===== config.mk =====
export PLATFORM = sky130hd
export DESIGN_NAME = lsd_rsd_fifo
export DESIGN_NICKNAME = d
export VERILOG_FILES = /design/src/rtl/lsd_radix_sort_decimal_assert.svh /design/src/rtl/lsd_rsd_pkg.sv /design/src/rtl/lsd_rsd_fifo.sv
export SDC_FILE = /design/constraint.sdc
export NUM_CORES = 1
export LEC_CHECK = 0
export BUFFER_PORTS_ARGS = -buffer_cell sky130_fd_sc_hd__buf_2
export CORE_MARGIN = 2
export CORE_UTILIZATION = 49
export CTS_CLUSTER_DIAMETER = 40
export DETAILED_ROUTE_END_ITERATION = 16
export PLACE_DENSITY = 0.81
export RECOVER_POWER = 50
export SETUP_SLACK_MARGIN = 0.4
export SYNTH_ARGS = -nofsm -noshare
export SYNTH_HDL_FRONTEND = slang
export SYNTH_SLANG_ARGS = --single-unit
export TNS_END_PERCENT = 10

===== constraint.sdc =====
create_clock -name clk_i -period 13.4 [get_ports clk_i]
set_input_delay 2.68 -clock clk_i [delete_from_list [all_inputs] [get_ports clk_i]]
set_output_delay 2.68 -clock clk_i [all_outputs]
set_load 0.03 [all_outputs]

===== src/rtl/lsd_radix_sort_decimal_assert.svh =====
// Assertion helpers used by the sorter's back end module.
// Each module that uses them names its clock clk_i and its reset rst_ni.
`ifndef LSD_RADIX_SORT_DECIMAL_ASSERT_SVH
`define LSD_RADIX_SORT_DECIMAL_ASSERT_SVH

// Clocked property, off while reset is asserted.
`define LSD_RSD_ASSERT(lbl, prop) \
  lbl: assert property (@(posedge clk_i) disable iff (!rst_ni) (prop)) \
    else $error("lsd_rsd: assertion failed");

// Condition that must never be seen at a clock edge.
`define LSD_RSD_NEVER(lbl, cond) `LSD_RSD_ASSERT(lbl, !(cond))

`endif


===== src/rtl/lsd_rsd_pkg.sv =====
package lsd_rsd_pkg;

  localparam int MAX_RECORDS = 64;
  localparam int DIGITS      = 10;
  localparam int TAG_BITS    = 16;

  localparam int KEY_W       = 34;
  localparam int TAG_W       = 16;
  // decimal digits needed to hold any 34-bit key
  localparam int BCD_DIGITS  = 11;
  localparam int SORT_DIGITS = (DIGITS < BCD_DIGITS) ? DIGITS : BCD_DIGITS;
  localparam int DIG_W       = 4 * SORT_DIGITS;
  localparam int BCD_W       = 4 * BCD_DIGITS;
  localparam int STORE_TAG_W = (TAG_BITS < TAG_W) ? TAG_BITS : TAG_W;
  localparam int NUM_BINS    = 10;

  localparam int CNT_W  = $clog2(MAX_RECORDS + 1);
  localparam int ADDR_W = (MAX_RECORDS > 1) ? $clog2(MAX_RECORDS) : 1;
  localparam int PASS_W = (SORT_DIGITS > 1) ? $clog2(SORT_DIGITS) : 1;

  // binary to decimal conversion, key bits shifted in per cycle
  localparam int DAB_BITS  = 2;
  localparam int DAB_STEPS = (KEY_W + DAB_BITS - 1) / DAB_BITS;
  localparam int STEP_W    = (DAB_STEPS > 1) ? $clog2(DAB_STEPS) : 1;
  localparam int SH_W      = DAB_STEPS * DAB_BITS;

  localparam int FIFO_DEPTH = 2;
  localparam int FIFO_PTR_W = $clog2(FIFO_DEPTH);

  typedef logic [KEY_W-1:0]       key_t;
  typedef logic [TAG_W-1:0]       tag_t;
  typedef logic [STORE_TAG_W-1:0] stag_t;
  typedef logic [DIG_W-1:0]       digits_t;
  typedef logic [BCD_W-1:0]       bcd_t;
  typedef logic [SH_W-1:0]        sh_t;
  typedef logic [CNT_W-1:0]       cnt_t;
  typedef logic [ADDR_W-1:0]      addr_t;
  typedef logic [PASS_W-1:0]      pass_t;
  typedef logic [STEP_W-1:0]      step_t;
  typedef logic [3:0]             digit_t;

  typedef struct packed {
    key_t    key;
    stag_t   tag;
    digits_t digits;
  } rec_t;

  typedef struct packed {
    key_t    key;
    stag_t   tag;
    digits_t digits;
    logic    last;
  } entry_t;

endpackage


===== src/rtl/lsd_rsd_fifo.sv =====
module lsd_rsd_fifo (
  input  logic                 clk_i,
  input  logic                 rst_ni,
  input  logic                 push_valid_i,
  output logic                 push_ready_o,
  input  lsd_rsd_pkg::entry_t  push_data_i,
  output logic                 pop_valid_o,
  input  logic                 pop_ready_i,
  output lsd_rsd_pkg::entry_t  pop_data_o
);

  lsd_rsd_pkg::entry_t                  slots_q [lsd_rsd_pkg::FIFO_DEPTH];
  logic [lsd_rsd_pkg::FIFO_PTR_W-1:0]   wr_ptr_q, rd_ptr_q;
  logic [lsd_rsd_pkg::FIFO_PTR_W:0]     fill_q;
  logic                                 push, pop;

  assign push_ready_o = (fill_q != (lsd_rsd_pkg::FIFO_PTR_W + 1)'(lsd_rsd_pkg::FIFO_DEPTH));
  assign pop_valid_o  = (fill_q != '0);
  assign push         = push_valid_i && push_ready_o;
  assign pop          = pop_valid_o && pop_ready_i;
  assign pop_data_o   = slots_q[rd_ptr_q];

  always_ff @(posedge clk_i or negedge rst_ni) begin
    if (!rst_ni) begin
      wr_ptr_q <= '0;
      rd_ptr_q <= '0;
      fill_q   <= '0;
    end else begin
      if (push) begin
        wr_ptr_q <= wr_ptr_q + 1'b1;
      end
      if (pop) begin
        rd_ptr_q <= rd_ptr_q + 1'b1;
      end
      if (push && !pop) begin
        fill_q <= fill_q + 1'b1;
      end else if (pop && !push) begin
        fill_q <= fill_q - 1'b1;
      end
    end
  end

  always_ff @(posedge clk_i) begin
    if (push) begin
      slots_q[wr_ptr_q] <= push_data_i;
    end
  end

endmodule


==> results of run 1 <==
==> report_power, final <==
group	internal (mW)	total, mW	leakage, nW	switching (mW)
clock	0.253	0.450	0.260	0.198
sequential	0.800	0.870	1.74	0.0703
combinational	0.306	0.770	1.37	0.464
total	1.36	2.09	3.36	0.732
==> area by class of cell <==
class	count	area, um^2
inverters	1	3.75
multi-input cells	104	1420
repair buffers	190	898
flip-flops and latches	186	5570
well taps	184	230
clock inverters	14	106
fillers	1089	5770
clock buffers	18	429
==> cell families after synthesis <==
| kind of cell | Yosys count |
|---|---|
| xor gates and xnor gates | 5 |
| muxes | 91 |
| and+or+nand+nor | 7 |
| adders and majority gates | 1 |
| buffers and inverters | 11 |
| DFF | 186 |
==> sequential cells by signal, indices dropped and copies added, names as in the netlist <==
name	cells
fill_q	2
rd_ptr_q	1
wr_ptr_q	1
slots_q	182
==> worst max path at each step <==
stage | from | endpoint | slack, ps | cells after the start
5_1_grt | push_valid_i | slots_q[0][60] | 7330 | 4
6_report | push_valid_i | slots_q[0][59] | 7660 | 4
3_3_place_gp | rd_ptr_q | pop_data_o[88] | 8410 | 3
2_1_floorplan | push_valid_i | slots_q[0][0] | 6290 | 2
4_1_cts | rd_ptr_q | pop_data_o[52] | 7910 | 3
3_5_place_dp | rd_ptr_q | pop_data_o[52] | 8370 | 3
==> cells in the mapped netlist <==
master,instances
nand2b_1,1
buf_6,1
inv_1,1
buf_12,8
mux2_4,80
nand2_1,2
or2_2,1
ha_1,1
buf_2,1
mux2_2,11
xnor2_1,3
and3_1,1
nor2_1,2
dfrtp_1,4
xor2_1,2
edfxtp_1,182
==> through the flow <==
step	utilization, %	area [um^2]	setup WS (ps)	cells
after global routing	60.0	8650	7330	697
after floorplan	-	7160	6290	301
after detailed placement	56.8	8190	8370	665
final	60.0	8650	7660	697
after CTS	60.5	8720	7910	697
after global placement	56.8	8190	8410	665
==> per-layer routing <==
layer  vias to the layer above  track usage [%]  share of wire, %
met3                        22             5.97               7.3
li1                       1589                -                 -
met5                         -                0                 0
met2                       134             27.4                53
met4                         0             7.12               2.5
met1                      1667             17.0                37
==> placed cells by master (no fill, tap or decap), types with 2 or more instances in the layout <==
cell,count
clkinv_2,4
buf_2,139
nor2_1,2
clkinvlp_4,2
mux2_2,11
edfxtp_1,182
clkbuf_1,48
xnor2_1,3
xor2_1,2
buf_4,3
clkinv_4,2
nand2_1,2
mux2_4,80
dfrtp_1,3
clkbuf_16,17
clkinv_1,4
==> worst reg2reg max path, stage by stage, from the launching register on <==
cell and delay [ps]:
dfrtp_1 420, nand2b_1 160, nand2_1 100, nor2_1 1880, buf_4 920
==> impl_metrics.toml, run 1 <==
[status]
status = "finished with violations"
violations = "capacitance limit, slew limit"

[synthesis]
syn_area_mm2 = 0.00716
synthMuxAreaShare_pct = 18.5
synth_area_leaders = "edfxtp_1, mux2_4, buf_12"
synth.net_count = 397
yosysTopAreaCellShare_pct = 76.3
synthCells = 301
synth.avg_cell_area_um2 = 23.8
synth_cell_types = 16
synth-compound-area-share_pct = 0
synth_seq_cells = 186
synthAdderAreaFrac_pct = 0.175
synth_top_family_by_area = "multiplexers"
synth-simple-area-share_pct = 0.472
synth_warnings = 0
synth.largest_area_cell = "edfxtp_1"
ys_seq_area_share_pct = 77.7
synthXorXnorAreaFrac_pct = 0.612

[place]
port-buffer-count = 187
place_hpwl_um = 8070
routabilityCongestion = 0.663

[floorplan]
core_mm2 = 0.0144
rows = 44
boundaryPins = 188
die-area_mm2 = 0.0156
start_util_pct = 49.6
dieWidth_um = 125
die_y_um = 125

[timing]
setup_tns_ps = 0
hold_violations = 0
setup_violations = 0
layout_min_cycle_time_ps = 5740
worstMarginPinSlew_ps = 2570
max_freq_mhz = 174
holdWs_ps = 508
slew_viol_final = 31
min_period_over_period_pct = 42.8
worst_slew_margin_rel_pct = -71.8
finClkSkew_ps = 6.14
rsz0062_at_grt = "no"

[drt]
vias_per_cell = 4.90
firstDrtPassIters = 4
wl_um = 12000
dr.first_iter.drc_count = 162
final_antenna_net_count = 0
num_vias = 3412
drc = 0
wire_per_inst_um = 17.2

[clock_tree]
cts_setup_buffers = 0
htreeDepth = 4
ctsResizeCount = 0
clkLatencyLatePin_ps = 420
ctsRootBufferMaster = "clkbuf_16"
cts_buffer_depth = 2
cts_tree = "yes"
numClockSinks = 186
cts.clk_slew.worst_paths_ps = 60
postCtsHoldBufs = 0
cts_buffers = 17

[global_route]
grt_pass1_wl_um = 18400
grt_use_total_pct = 15.7
grt_antenna_before_repair = 1
grt_pass1_vias = 3606
grt_start_max_net_pins = 63
overflow = 0

[setup_path]
cp_top_family = "simple AND/OR/NAND/NOR gates"
critPathSlowestCell = "nor2_1"
cpPeakStageDelay_ps = 1880
r2r_setup_slack_ps = 9470
required_ps = 13440
path_cells = "clkbuf_1 -> nand2_1 -> nor2_1 -> buf_4"
cp_max_fo = 62
cp_data_arrival_time_ps = 5780
crit_buf_inv = 2
path_class = "in -> reg"
reg2reg_from = "fill_q[0]"
r2r_cells = 4
cp-end-kind = "register"
r2r_end = "slots_q[0][59]"
cp-start-kind = "primary input"

[job]
drv_cap = 1

[min_path]
holdPathEnd = "wr_ptr_q"
hold_start = "wr_ptr_q"
hold_depth = 1
hp-class = "reg -> reg"

[pwr]
power_density_mw_per_mm2 = 242
max-vdd-ir-drop_v = 0.000130
power_mw = 2.09
p_leak_nw = 3.36

[layout]
diodes = 0
syn_to_final_growth_pct = 20.8
drive_gt1_share_pct = 51.1
num-nets-final = 596
Note: power is estimated with default switching activity, not from simulation.
==> inputs of run 2 (changes only) <==
--- a/config.mk
+++ b/config.mk
@@ -7,7 +7,7 @@
 export LEC_CHECK = 0
 export BUFFER_PORTS_ARGS = -buffer_cell sky130_fd_sc_hd__buf_2
 export CORE_MARGIN = 2
-export CORE_UTILIZATION = 49
+export CORE_UTILIZATION = 47
 export CTS_CLUSTER_DIAMETER = 40
 export DETAILED_ROUTE_END_ITERATION = 16
 export PLACE_DENSITY = 0.81
==> constraint.sdc (replaced) <==
create_clock -name clk_i -period 4.67 [get_ports clk_i]
set_input_delay 0.934 -clock clk_i [delete_from_list [all_inputs] [get_ports clk_i]]
set_output_delay 0.934 -clock clk_i [all_outputs]
set_load 0.03 [all_outputs]
==> impl_metrics.toml, run 2 (synthesis results as in run 1) <==
[global_route]
grt_pass1_wl_um = 17600
overflow = 0
use_met2_pct = 24.6
grt_pass1_vias = 3565
grt_use_total_pct = 14.5
grt_busiest_layer = "met2"
met3_usage_pct = 5.95
grt_antenna_before_repair = 1
grt_start_max_net_pins = 81
grtUsageMet1_pct = 16.2

[setup_path]
critPathSlowestCell = "nor2_1"
cp_data_arrival_time_ps = 3280
cp-end-kind = "register"
cp-start-kind = "primary input"
cp.depth = 4
cp_top_family = "simple AND/OR/NAND/NOR gates"
r2r_setup_slack_ps = 1480
path_class = "in -> reg"
cpPeakStageDelay_ps = 1690
reg2reg_from = "fill_q[0]"
cp_max_fo = 67
path_cells = "buf_2 -> nand2_1 -> nor2_1 -> buf_12"
crit_buf_inv = 2
r2r_cells = 4
required_ps = 4740
r2r_end = "slots_q[0][34]"

[timing]
holdWs_ps = 328
hold_violations = 0
rsz0062_at_grt = "no"
worstMarginPinSlew_ps = 2280
setup_tns_ps = 0
layout_min_cycle_time_ps = 3200
max_freq_mhz = 312
setup_violations = 0
min_period_over_period_pct = 68.6
slew_viol_final = 106
worst_slew_margin_rel_pct = -52.3
finClkSkew_ps = 6.41

[drt]
wire_per_inst_um = 16.9
final_antenna_net_count = 0
firstDrtPassIters = 4
wl_um = 11800
num_vias = 3434
dr.first_iter.drc_count = 193
drc = 0
vias_per_cell = 4.90

[layout]
top_register = "slots_q"
seqCellArea_mm2 = 0.00557
syn_to_final_growth_pct = 22.1
diodes = 0
final_common_cell = "edfxtp_1"
largest_reg_flops = 182
finalInstanceArea_mm2 = 0.00874
most-common-layout-cells = "edfxtp_1, buf_2, mux2_4, clkbuf_1, clkbuf_16"
fill_cells = 1155
drive_gt1_share_pct = 52.6
num-nets-final = 596
reg.largest.list = "slots_q (182), fill_q (2)"
multi_input_area_mm2 = 0.00142

[clock_tree]
ctsResizeCount = 0
cts_tree = "yes"
cts.clk_slew.worst_paths_ps = 60
htreeDepth = 4
postCtsHoldBufs = 0
numClockSinks = 186
cts_setup_buffers = 0
clkLatencyLatePin_ps = 420
cts_buffer_depth = 2
ctsRootBufferMaster = "clkbuf_16"
cts_buffers = 17

[status]
violations = "capacitance limit, slew limit"
status = "finished with violations"

[place]
port-buffer-count = 187
place_hpwl_um = 7750
routabilityCongestion = 0.702
place_area_mm2 = 0.00822

[pwr]
max-vdd-ir-drop_v = 0.000539
power_mw = 6.13
power_density_mw_per_mm2 = 701
p_leak_nw = 3.39

[floorplan]
dieWidth_um = 127
core_mm2 = 0.0150
die_y_um = 127
rows = 45
start_util_pct = 47.6
boundaryPins = 188
die-area_mm2 = 0.0162

[min_path]
hp-class = "in -> async"

[job]
drv_cap = 2
[run 2: routing by layer]
| layer | up-vias | routed length (um) |
|---|---|---|
| met1 | 1693 | 4640 |
| met3 | 18 | 830 |
| li1 | 1591 | - |
| met5 | - | 13 |
| met4 | 2 | 204 |
| met2 | 130 | 6140 |
[run 2: report_power, final]
part,leakage [nW],internal (mW),switching (mW)
clock,0.263,0.841,0.576
sequential,1.74,2.30,0.141
combinational,1.39,0.889,1.39
total,3.39,4.03,2.10
[run 2: cell type report]
type,instances,share of cell area [%]
inverter,1,0.0429
sequential,186,63.7
clock inverter,11,1.69
clock buffer,21,5.04
timing repair buffer,190,10.7
tap,188,2.69
multi-input combinational,104,16.2
[run 2: stage by stage]
stage	util, %	instances	worst slack, ps
6_report	58.2	701	1470
5_1_grt	58.2	701	1290
3_5_place_dp	54.7	669	1950
3_3_place_gp	54.7	669	1970
2_1_floorplan	-	301	832
4_1_cts	58.6	701	1490
[run 2: worst max path at each step]
stage                  from  slack (ps)        endpoint
2_1_floorplan  push_valid_i         830   slots_q[0][0]
3_3_place_gp       rd_ptr_q        1970  pop_data_o[71]
5_1_grt           fill_q[0]        1290   slots_q[0][2]
4_1_cts            rd_ptr_q        1490  pop_data_o[71]
6_report       push_valid_i        1470  slots_q[0][34]
3_5_place_dp       rd_ptr_q        1950  pop_data_o[71]
