$ cat config.mk
export PLATFORM = sky130hd
export DESIGN_NAME = lsd_rsd_front_flat
export DESIGN_NICKNAME = d
export VERILOG_FILES = /design/src/rtl/lsd_radix_sort_decimal_assert.svh /design/src/rtl/lsd_rsd_pkg.sv /design/src/rtl/lsd_rsd_in_if.sv /design/src/rtl/lsd_rsd_front.sv /design/src/flat_wrapper.sv
export SDC_FILE = /design/constraint.sdc
export NUM_CORES = 1
export LEC_CHECK = 0
export BUFFER_PORTS_ARGS = -buffer_cell sky130_fd_sc_hd__buf_2
export CAP_MARGIN = 10
export CORE_MARGIN = 3
export CORE_UTILIZATION = 30
export DETAILED_ROUTE_END_ITERATION = 16
export GPL_TIMING_DRIVEN = 0
export PLACE_DENSITY = 0.56
export SLEW_MARGIN = 20
export SYNTH_ARGS = -nofsm -noshare
export SYNTH_HDL_FRONTEND = slang
export SYNTH_SLANG_ARGS = --single-unit
$ cat constraint.sdc
create_clock -name clk_i -period 2.6 [get_ports clk_i]
set_clock_uncertainty 0.1 [all_clocks]
set_input_delay 0.52 -clock clk_i [delete_from_list [all_inputs] [get_ports clk_i]]
set_output_delay 0.52 -clock clk_i [all_outputs]
set_load 0.01 [all_outputs]
$ cat src/rtl/lsd_radix_sort_decimal_assert.svh
// Assertion helpers used by the sorter's back end module.
// Each module that uses them names its clock clk_i and its reset rst_ni.
`ifndef LSD_RADIX_SORT_DECIMAL_ASSERT_SVH
`define LSD_RADIX_SORT_DECIMAL_ASSERT_SVH

// Clocked property, off while reset is asserted.
`define LSD_RSD_ASSERT(lbl, prop) \
  lbl: assert property (@(posedge clk_i) disable iff (!rst_ni) (prop)) \
    else $error("lsd_rsd: assertion failed");

// Condition that must never be seen at a clock edge.
`define LSD_RSD_NEVER(lbl, cond) `LSD_RSD_ASSERT(lbl, !(cond))

`endif

$ cat src/rtl/lsd_rsd_pkg.sv
package lsd_rsd_pkg;

  localparam int MAX_RECORDS = 64;
  localparam int DIGITS      = 10;
  localparam int TAG_BITS    = 16;

  localparam int KEY_W       = 34;
  localparam int TAG_W       = 16;
  // decimal digits needed to hold any 34-bit key
  localparam int BCD_DIGITS  = 11;
  localparam int SORT_DIGITS = (DIGITS < BCD_DIGITS) ? DIGITS : BCD_DIGITS;
  localparam int DIG_W       = 4 * SORT_DIGITS;
  localparam int BCD_W       = 4 * BCD_DIGITS;
  localparam int STORE_TAG_W = (TAG_BITS < TAG_W) ? TAG_BITS : TAG_W;
  localparam int NUM_BINS    = 10;

  localparam int CNT_W  = $clog2(MAX_RECORDS + 1);
  localparam int ADDR_W = (MAX_RECORDS > 1) ? $clog2(MAX_RECORDS) : 1;
  localparam int PASS_W = (SORT_DIGITS > 1) ? $clog2(SORT_DIGITS) : 1;

  // binary to decimal conversion, key bits shifted in per cycle
  localparam int DAB_BITS  = 2;
  localparam int DAB_STEPS = (KEY_W + DAB_BITS - 1) / DAB_BITS;
  localparam int STEP_W    = (DAB_STEPS > 1) ? $clog2(DAB_STEPS) : 1;
  localparam int SH_W      = DAB_STEPS * DAB_BITS;

  localparam int FIFO_DEPTH = 2;
  localparam int FIFO_PTR_W = $clog2(FIFO_DEPTH);

  typedef logic [KEY_W-1:0]       key_t;
  typedef logic [TAG_W-1:0]       tag_t;
  typedef logic [STORE_TAG_W-1:0] stag_t;
  typedef logic [DIG_W-1:0]       digits_t;
  typedef logic [BCD_W-1:0]       bcd_t;
  typedef logic [SH_W-1:0]        sh_t;
  typedef logic [CNT_W-1:0]       cnt_t;
  typedef logic [ADDR_W-1:0]      addr_t;
  typedef logic [PASS_W-1:0]      pass_t;
  typedef logic [STEP_W-1:0]      step_t;
  typedef logic [3:0]             digit_t;

  typedef struct packed {
    key_t    key;
    stag_t   tag;
    digits_t digits;
  } rec_t;

  typedef struct packed {
    key_t    key;
    stag_t   tag;
    digits_t digits;
    logic    last;
  } entry_t;

endpackage

$ cat src/rtl/lsd_rsd_in_if.sv
interface lsd_rsd_in_if;
  logic               valid;
  logic               ready;
  lsd_rsd_pkg::key_t  sort_key;
  lsd_rsd_pkg::tag_t  payload_tag;
  logic               last_item;

  modport source(output valid, sort_key, payload_tag, last_item, input ready);
  modport sink(input valid, sort_key, payload_tag, last_item, output ready);
endinterface

$ cat src/rtl/lsd_rsd_front.sv
module lsd_rsd_front (
  input  logic                 clk_i,
  input  logic                 rst_ni,
  lsd_rsd_in_if.sink           in_i,
  output logic                 push_valid_o,
  input  logic                 push_ready_i,
  output lsd_rsd_pkg::entry_t  push_data_o
);

  localparam logic [1:0] F_IDLE = 2'd0;
  localparam logic [1:0] F_CONV = 2'd1;
  localparam logic [1:0] F_PUSH = 2'd2;

  logic [1:0]              st_q, st_d;
  lsd_rsd_pkg::step_t      step_q, step_d;
  lsd_rsd_pkg::sh_t        sh_q, sh_d;
  lsd_rsd_pkg::bcd_t       bcd_q, bcd_d;
  lsd_rsd_pkg::key_t       key_q;
  lsd_rsd_pkg::stag_t      tag_q;
  logic                    last_q;
  logic                    take;

  // one double-dabble step: adjust each decimal digit, then shift one key bit in
  function automatic lsd_rsd_pkg::bcd_t dabble(lsd_rsd_pkg::bcd_t b, logic bit_in);
    lsd_rsd_pkg::bcd_t a;
    a = b;
    for (int i = 0; i < lsd_rsd_pkg::BCD_DIGITS; i++) begin
      if (b[4*i +: 4] >= 4'd5) begin
        a[4*i +: 4] = b[4*i +: 4] + 4'd3;
      end
    end
    return {a[lsd_rsd_pkg::BCD_W-2:0], bit_in};
  endfunction

  assign in_i.ready   = (st_q == F_IDLE);
  assign take         = in_i.valid && in_i.ready;
  assign push_valid_o = (st_q == F_PUSH);
  assign push_data_o  = '{key: key_q, tag: tag_q,
                          digits: bcd_q[lsd_rsd_pkg::DIG_W-1:0], last: last_q};

  always_comb begin
    lsd_rsd_pkg::bcd_t b;
    st_d   = st_q;
    step_d = step_q;
    sh_d   = sh_q;
    bcd_d  = bcd_q;
    b      = bcd_q;
    case (st_q)
      F_IDLE: begin
        if (take) begin
          st_d   = F_CONV;
          step_d = '0;
          sh_d   = lsd_rsd_pkg::sh_t'(in_i.sort_key);
          bcd_d  = '0;
        end
      end
      F_CONV: begin
        for (int j = 0; j < lsd_rsd_pkg::DAB_BITS; j++) begin
          b = dabble(b, sh_q[lsd_rsd_pkg::SH_W-1-j]);
        end
        bcd_d  = b;
        sh_d   = sh_q << lsd_rsd_pkg::DAB_BITS;
        step_d = step_q + 1'b1;
        if (step_q == lsd_rsd_pkg::step_t'(lsd_rsd_pkg::DAB_STEPS - 1)) begin
          st_d = F_PUSH;
        end
      end
      F_PUSH: begin
        if (push_ready_i) begin
          st_d = F_IDLE;
        end
      end
      default: st_d = F_IDLE;
    endcase
  end

  always_ff @(posedge clk_i or negedge rst_ni) begin
    if (!rst_ni) begin
      st_q   <= F_IDLE;
      step_q <= '0;
    end else begin
      st_q   <= st_d;
      step_q <= step_d;
    end
  end

  always_ff @(posedge clk_i) begin
    sh_q  <= sh_d;
    bcd_q <= bcd_d;
    if (take) begin
      key_q  <= in_i.sort_key;
      tag_q  <= in_i.payload_tag[lsd_rsd_pkg::STORE_TAG_W-1:0];
      last_q <= in_i.last_item;
    end
  end

endmodule

$ cat src/flat_wrapper.sv
// flat-port wrapper written by rule: the top's interface ports become plain ports
module lsd_rsd_front_flat 
  (clk_i, rst_ni, push_valid_o, push_ready_i, push_data_o, in_i_valid, in_i_sort_key, in_i_payload_tag, in_i_last_item, in_i_ready);
  lsd_rsd_in_if in_i_i ();
  input  logic clk_i;
  input  logic rst_ni;
  output logic push_valid_o;
  input  logic push_ready_i;
  output lsd_rsd_pkg::entry_t push_data_o;
  input wire logic [$bits(in_i_i.valid)-1:0] in_i_valid;
  input wire logic [$bits(in_i_i.sort_key)-1:0] in_i_sort_key;
  input wire logic [$bits(in_i_i.payload_tag)-1:0] in_i_payload_tag;
  input wire logic [$bits(in_i_i.last_item)-1:0] in_i_last_item;
  output wire logic [$bits(in_i_i.ready)-1:0] in_i_ready;
  assign in_i_i.valid = in_i_valid;
  assign in_i_i.sort_key = in_i_sort_key;
  assign in_i_i.payload_tag = in_i_payload_tag;
  assign in_i_i.last_item = in_i_last_item;
  assign in_i_ready = in_i_i.ready;
  lsd_rsd_front u_core (.clk_i(clk_i), .rst_ni(rst_ni), .in_i(in_i_i), .push_valid_o(push_valid_o), .push_ready_i(push_ready_i), .push_data_o(push_data_o));
endmodule
==> out/summary.txt, run 1 <==
R2R depth = 11
Vias in the first global route = 4,630
Number of synthesized flops with an enable pin = 125
Clock buffer depth = 2
Share of layout cells above drive strength 1 = 0.3187
Failing checks = negative setup slack
Final setup viols = 1
Top cell type's share of synthesized area = 0.5733
Cell Area, Synth = 0.006548 mm²
Largest family of logic cells by synthesized area = simple AND/OR/NAND/NOR gates
Post-synthesis simple-gate area fraction = 0.1431
Worst-Margin Slew = 853.2 ps
Syn Area/Cell = 11.78 µm²
Residual DRC count = 0
Fin. Hold Viols = 0
CTS Root Cell = clkbuf_16
Slew margin rel. = 0.4312
# H-tree levels = 4
Crit end category = flip-flop
Asr flop ratio synth = 0.05303
Xor/xnor cell area share of the yosys netlist = 0.02121
Crit path launch = u_core.bcd_q[36]
Die span in x = 153.7 µm
Total wire length = 15,390 µm
Worst setup path class = reg -> reg
Seq/Total Area, Yosys = 0.6000
I/O Buffers = 147
Unique masters post-synth = 49
Die H = 153.7 µm
Leading post-synthesis cells by cell area = edfxtp_1 (57%), nand2_1 (7.5%), ha_1 (4.6%)
Highest metal used = met5
GRT overflow = 0
HP Start = in_i_payload_tag[12]
Clock sinks = 132
CP Max Fanout = 4
Cell count after synthesis = 556
CTS tree = done
Maximum VDD drop = 0.5362 mV
Largest net degree at the start of global routing = 29
Post-DP HPWL = 10,910 µm
Switching power of the nets = 0.004960 W
Sw frac = 0.3995
WL/cell = 15.02 µm
Critical Path RT = 2780 ps
Slew Limit Fails = 0
Post-Synth Adder-Cell Area = 0.04586
Num rows = 53
Clock transition at path regs = 70 ps
Reg2reg end = u_core.bcd_q[37]
Metal3 WL = 1114 µm
RSZ-0062 raised after global routing = yes
Initial Utilization = 0.3085
Top FF cell, synth = edfxtp_1
Overall power = 0.01242 W
Io pins = 148
Reg power frac = 0.323
Max cap viols = 0
Met2 WL = 6815 µm
Most common cell after layout, fill and taps aside = buf_2
First-pass GRT wire length = 24,540 µm
Met1 Wirelength = 7225 µm
Post-route ant nets = 0
Internal = 0.007457 W
Worst path arrival time = 2800 ps
Status = complete, but fails checks
Worst-Skew Late Latency = 410 ps
Core area = 0.02122 mm²
Drt pass-1 iters = 4
Complex-gate fraction of the synthesized area = 0.1137
GRT Resource Usage Total = 0.1306
Reg-to-Reg Start = u_core.bcd_q[36]
Flop-to-flop setup slack = -20 ps
Syn Nets = 635
Die ar. = 0.02363 mm²
Pre-CTS setup slack = -142.0 ps
Part of the power in combinational logic = 0.476
Final GP Congestion = 0.7462
Setup ws final = -15.98 ps
Static Leak = 3.635 nW
Layout area overhead = 30.04%
Vias = 4,768
Initial antenna violation count = 3
Clock power share = 0.201
Vias per inst = 4.652
Max Clk Rate = 0.3823 GHz
Period utilization = 1.006
Synth warnings = 0
Cell accounting for the most synthesized area = edfxtp_1
Most frequent cells in the layout = buf_2 (150), nand2_1 (130), edfxtp_1 (125)
Critical Path Source Type = flip-flop
Iteration-0 DRC count of the detailed router = 273
Tightest Hold Check Type = in -> reg
Min cycle time layout = 2616 ps
Hold depth = 1
Final net count = 816
Min Hold Slack = 166.5 ps
Pwr dens = 1458 mW/mm²
Total CTS buffers = 17
# diodes = 0
Mux contribution to synthesized area = 0.05140
Yosys reg bits = 132
Hold Crit Endpoint = u_core.tag_q[12]
-- worst max-delay path, cell delays in order (launching register included) --
cell      delay, ps
edfxtp_1        440
inv_2           150
ha_4            160
nand2b_1        100
a21oi_4         210
xnor2_4         170
ha_4            170
nor2b_4         140
nor2_1           50
mux2_4          290
or4_1           400
nand2_1          90
-- power by group through the flow --
stage	logic (W)	registers (W)	clock network, W
2_1_floorplan	0.00390	0.00415	0
3_3_place_gp	0.00541	0.00408	0
3_5_place_dp	0.00556	0.00405	0
4_1_cts	0.00575	0.00402	0.00256
5_1_grt	0.00669	0.00412	0.00265
6_report	0.00591	0.00401	0.00250
-- logic make-up (layout without fill, tap and decap cells) --
kind of cell | Yosys count | count (layout)
AO/OA/AOI/OAI | 112 | 112
XOR/XNOR | 15 | 15
adder cells (fa/ha/maj) | 24 | 24
buffers and inverters | 41 | 235
flip-flops | 132 | 132
multiplexers | 31 | 31
AND/OR/NAND/NOR | 201 | 201
-- flip-flops by register name, indices dropped and copies added (netlist names) --
register and flops:
u_core.bcd_q 40, u_core.key_q 34, u_core.sh_q 34, u_core.tag_q 16, u_core.step_q 5, u_core.st_q 2, u_core.last_q 1
-- layout make-up --
class	count	area, µm²
Buffer	14	60.06
Multi-Input combinational cell	383	2552
Fill cell	2082	12710
Clock buffer	17	425.4
Tap cell	275	344.1
Timing Repair Buffer	162	895.9
Sequential cell	132	3929
Clock inverter	15	202.7
Inverter	27	105.1
-- Yosys cell counts (8+ instances only) --
library cell	n
ha_1	24
mux2i_1	19
o211ai_1	10
xnor2_1	12
inv_1	26
a21oi_1	41
edfxtp_1	125
nand3_1	8
o21ai_0	9
nand2b_1	19
mux2_2	9
nor3b_1	17
nand2_1	130
o21ai_1	9
a21oi_2	9
o32ai_1	9
-- timing repair --
action                                 in CTS  in global routing
buffers inserted                            5                  6
hold buffers                                1                  0
pin swaps                                   2                  2
resized for setup                          13                  7
setup endpoints to repair                   2                  2
endpoints found under the hold margin       7                  0
gates cloned                                0                  0
-- routing by layer --
metal | track usage | up-vias
met5 | 0 | -
met4 | 0.04037 | 6
met3 | 0.05122 | 21
met2 | 0.1962 | 134
met1 | 0.1748 | 2221
li1 | - | 2386
-- worst max path at each step --
stage	slack, ps	cells after the start	endpoint
floorplan	50	10	u_core.bcd_q[37]
global placement	-940	3	u_core.sh_q[31]
detailed placement	-140	11	u_core.bcd_q[37]
CTS	9	11	u_core.bcd_q[37]
global route	-120	11	u_core.bcd_q[37]
finish	-20	11	u_core.bcd_q[37]
-- stage by stage --
stage            util  cells  instance area [µm²]  TNS, ps
2_1_floorplan       -    556                 6551        0
3_3_place_gp   0.3596    978                 7631   -74490
3_5_place_dp   0.3628    981                 7699   -202.0
4_1_cts        0.3972   1019                 8428        0
5_1_grt        0.4012   1025                 8514   -201.5
6_report       0.4012   1025                 8514   -15.98
Power figures use the tool's default switching activity.
==> run 2, diff against run 1 <==
--- a/config.mk
+++ b/config.mk
@@ -11,7 +11,7 @@
 export CORE_UTILIZATION = 30
 export DETAILED_ROUTE_END_ITERATION = 16
 export GPL_TIMING_DRIVEN = 0
-export PLACE_DENSITY = 0.56
+export PLACE_DENSITY = 0.53
 export SLEW_MARGIN = 20
 export SYNTH_ARGS = -nofsm -noshare
 export SYNTH_HDL_FRONTEND = slang
==> run 2 against run 1 <==
First-iteration DRC count shrank 30%; maximum frequency rose by 1.6%; sequential power barely moved; power is 0.36% lower; highest routed layer unchanged; cell area decreased by 0.21%; the run now ends clean; cell count about the same; clock power is 2% lower.
==> out/summary.txt, run 2 (synthesized netlist as in run 1, its figures left out) <==
First-pass GRT wire length = 24,210 µm
Largest register FFs = 40
CP dominant cell by count = buf_4
# diodes = 0
Reg-to-Reg Start = u_core.bcd_q[32]
Delay-heaviest family, CP = simple AND/OR/NAND/NOR gates
Setup ws final = 26.07 ps
Filler cells = 2,119
Initial Utilization = 0.3085
Slowest CP cell = edfxtp_1
Max cap viols = 0
Slew margin rel. = 0.4735
Finished Layout Cells = 1,026
Largest net degree at the start of global routing = 37
CP Max Fanout = 4
RSZ-0062 raised after global routing = yes
I/O Buffers = 147
Layout area overhead = 29.77%
Die ar. = 0.02363 mm²
Final net count = 817
Share of layout cells above drive strength 1 = 0.3196
Drt pass-1 iters = 5
Core area = 0.02122 mm²
Residual DRC count = 0
Clock transition at path regs = 70 ps
Vias = 4,770
GRT overflow = 0
Vias in the first global route = 4,541
Tightest Hold Check Type = in -> reg
Num rows = 53
Worst-Skew Late Latency = 420 ps
# H-tree levels = 4
Most frequent cells in the layout = buf_2 (150), nand2_1 (130), edfxtp_1 (125)
CP cell instances = buf_4 -> buf_4 -> o21ai_2 -> nor3b_2 -> a21o_2 -> inv_2 -> ha_4 -> nor2b_4 -> nor2_1 -> mux2_4 -> or4_1 -> nand2_1
Pwr dens = 1456 mW/mm²
CP Buf/Inv Count = 3
Fin. Hold Viols = 0
Post-route ant nets = 0
Pre-CTS setup slack = -143.9 ps
CTS tree = done
Biggest regs = u_core.bcd_q (40), u_core.key_q (34), u_core.sh_q (34)
R2R depth = 12
Top reg by flops = u_core.bcd_q
Clock buffer depth = 2
Max Clk Rate = 0.3885 GHz
Worst setup path class = reg -> reg
Crit end category = flip-flop
Final setup viols = 0
Total CTS buffers = 17
Worst path arrival time = 2760 ps
Critical Path RT = 2790 ps
Overall power = 0.01237 W
Worst-Margin Slew = 789.8 ps
Final GP Congestion = 0.7498
Dpl cells = 981
Critical Path Source Type = flip-flop
Hold depth = 1
Total wire length = 15,450 µm
Static Leak = 3.622 nW
Crit path launch = u_core.bcd_q[32]
Period utilization = 0.9900
CTS Root Cell = clkbuf_16
Status = completed
WL/cell = 15.05 µm
GRT Resource Usage Total = 0.1294
HP Start = in_i_payload_tag[0]
Die H = 153.7 µm
Post-DP HPWL = 10,890 µm
Vias per inst = 4.649
Io pins = 148
Initial antenna violation count = 2
Die span in x = 153.7 µm
Min cycle time layout = 2574 ps
Most common cell after layout, fill and taps aside = buf_2
Slew Limit Fails = 0
Levels on crit path = 12
Iteration-0 DRC count of the detailed router = 190
Maximum VDD drop = 0.5495 mV
Max incr delay on CP = 450 ps
Clock sinks = 132
run 2: routing by layer:
metal  part of all wire  GRT usage  vias up
met1               0.47     0.1726     2221
met3              0.068    0.04588       21
met5             0.0021          0        -
met4              0.014    0.03911        4
li1                   -          -     2396
met2               0.45     0.1991      128
run 2: path summary, 6_finish.rpt:
check	slack [ps]	endpoint
setup / recovery	30	u_core.bcd_q[37]
hold / removal	170	u_core.tag_q[0]
setup reg to reg	30	u_core.bcd_q[37]
hold reg to reg	410	u_core.sh_q[20]
max in group asynchronous	1860	u_core.st_q[0]
min in group asynchronous	380	u_core.step_q[4]
run 2: stage by stage:
step,utilization,hold slack [ps],area [µm²],TNS [ps]
finish,0.4004,167.4,8497,0
CTS,0.3956,142.8,8396,0
global placement,0.3596,266.2,7631,-75300
detailed placement,0.3624,261.3,7691,-189.7
global route,0.4004,145.8,8497,-87.29
floorplan,-,124.4,6551,0
run 2: power by group:
part / internal, W / switching [W]
Clock: 0.00138 / 0.00106
Sequential: 0.00352 / 0.000481
Combinational: 0.00254 / 0.00339
run 2: layout make-up:
type	count	area, µm²	area share
well taps	275	344.1	0.04049
clock buffers	17	425.4	0.05007
plain buffers	14	60.06	0.007068
clock inverters	15	181.4	0.02135
flip-flops and latches	132	3929	0.4624
repair buffers	163	895.9	0.1054
multi-input cells	383	2556	0.3008
inverters	27	105.1	0.01237
run 2: what timing repair did:
| item | 4_1_cts | 5_1_grt |
|---|---|---|
| pin swaps | 1 | 5 |
| endpoints found under the setup margin | 2 | 2 |
| gates resized for setup | 10 | 10 |
| hold endpoints to repair | 7 | 0 |
| setup buffers | 5 | 7 |
| hold buffers | 1 | 0 |
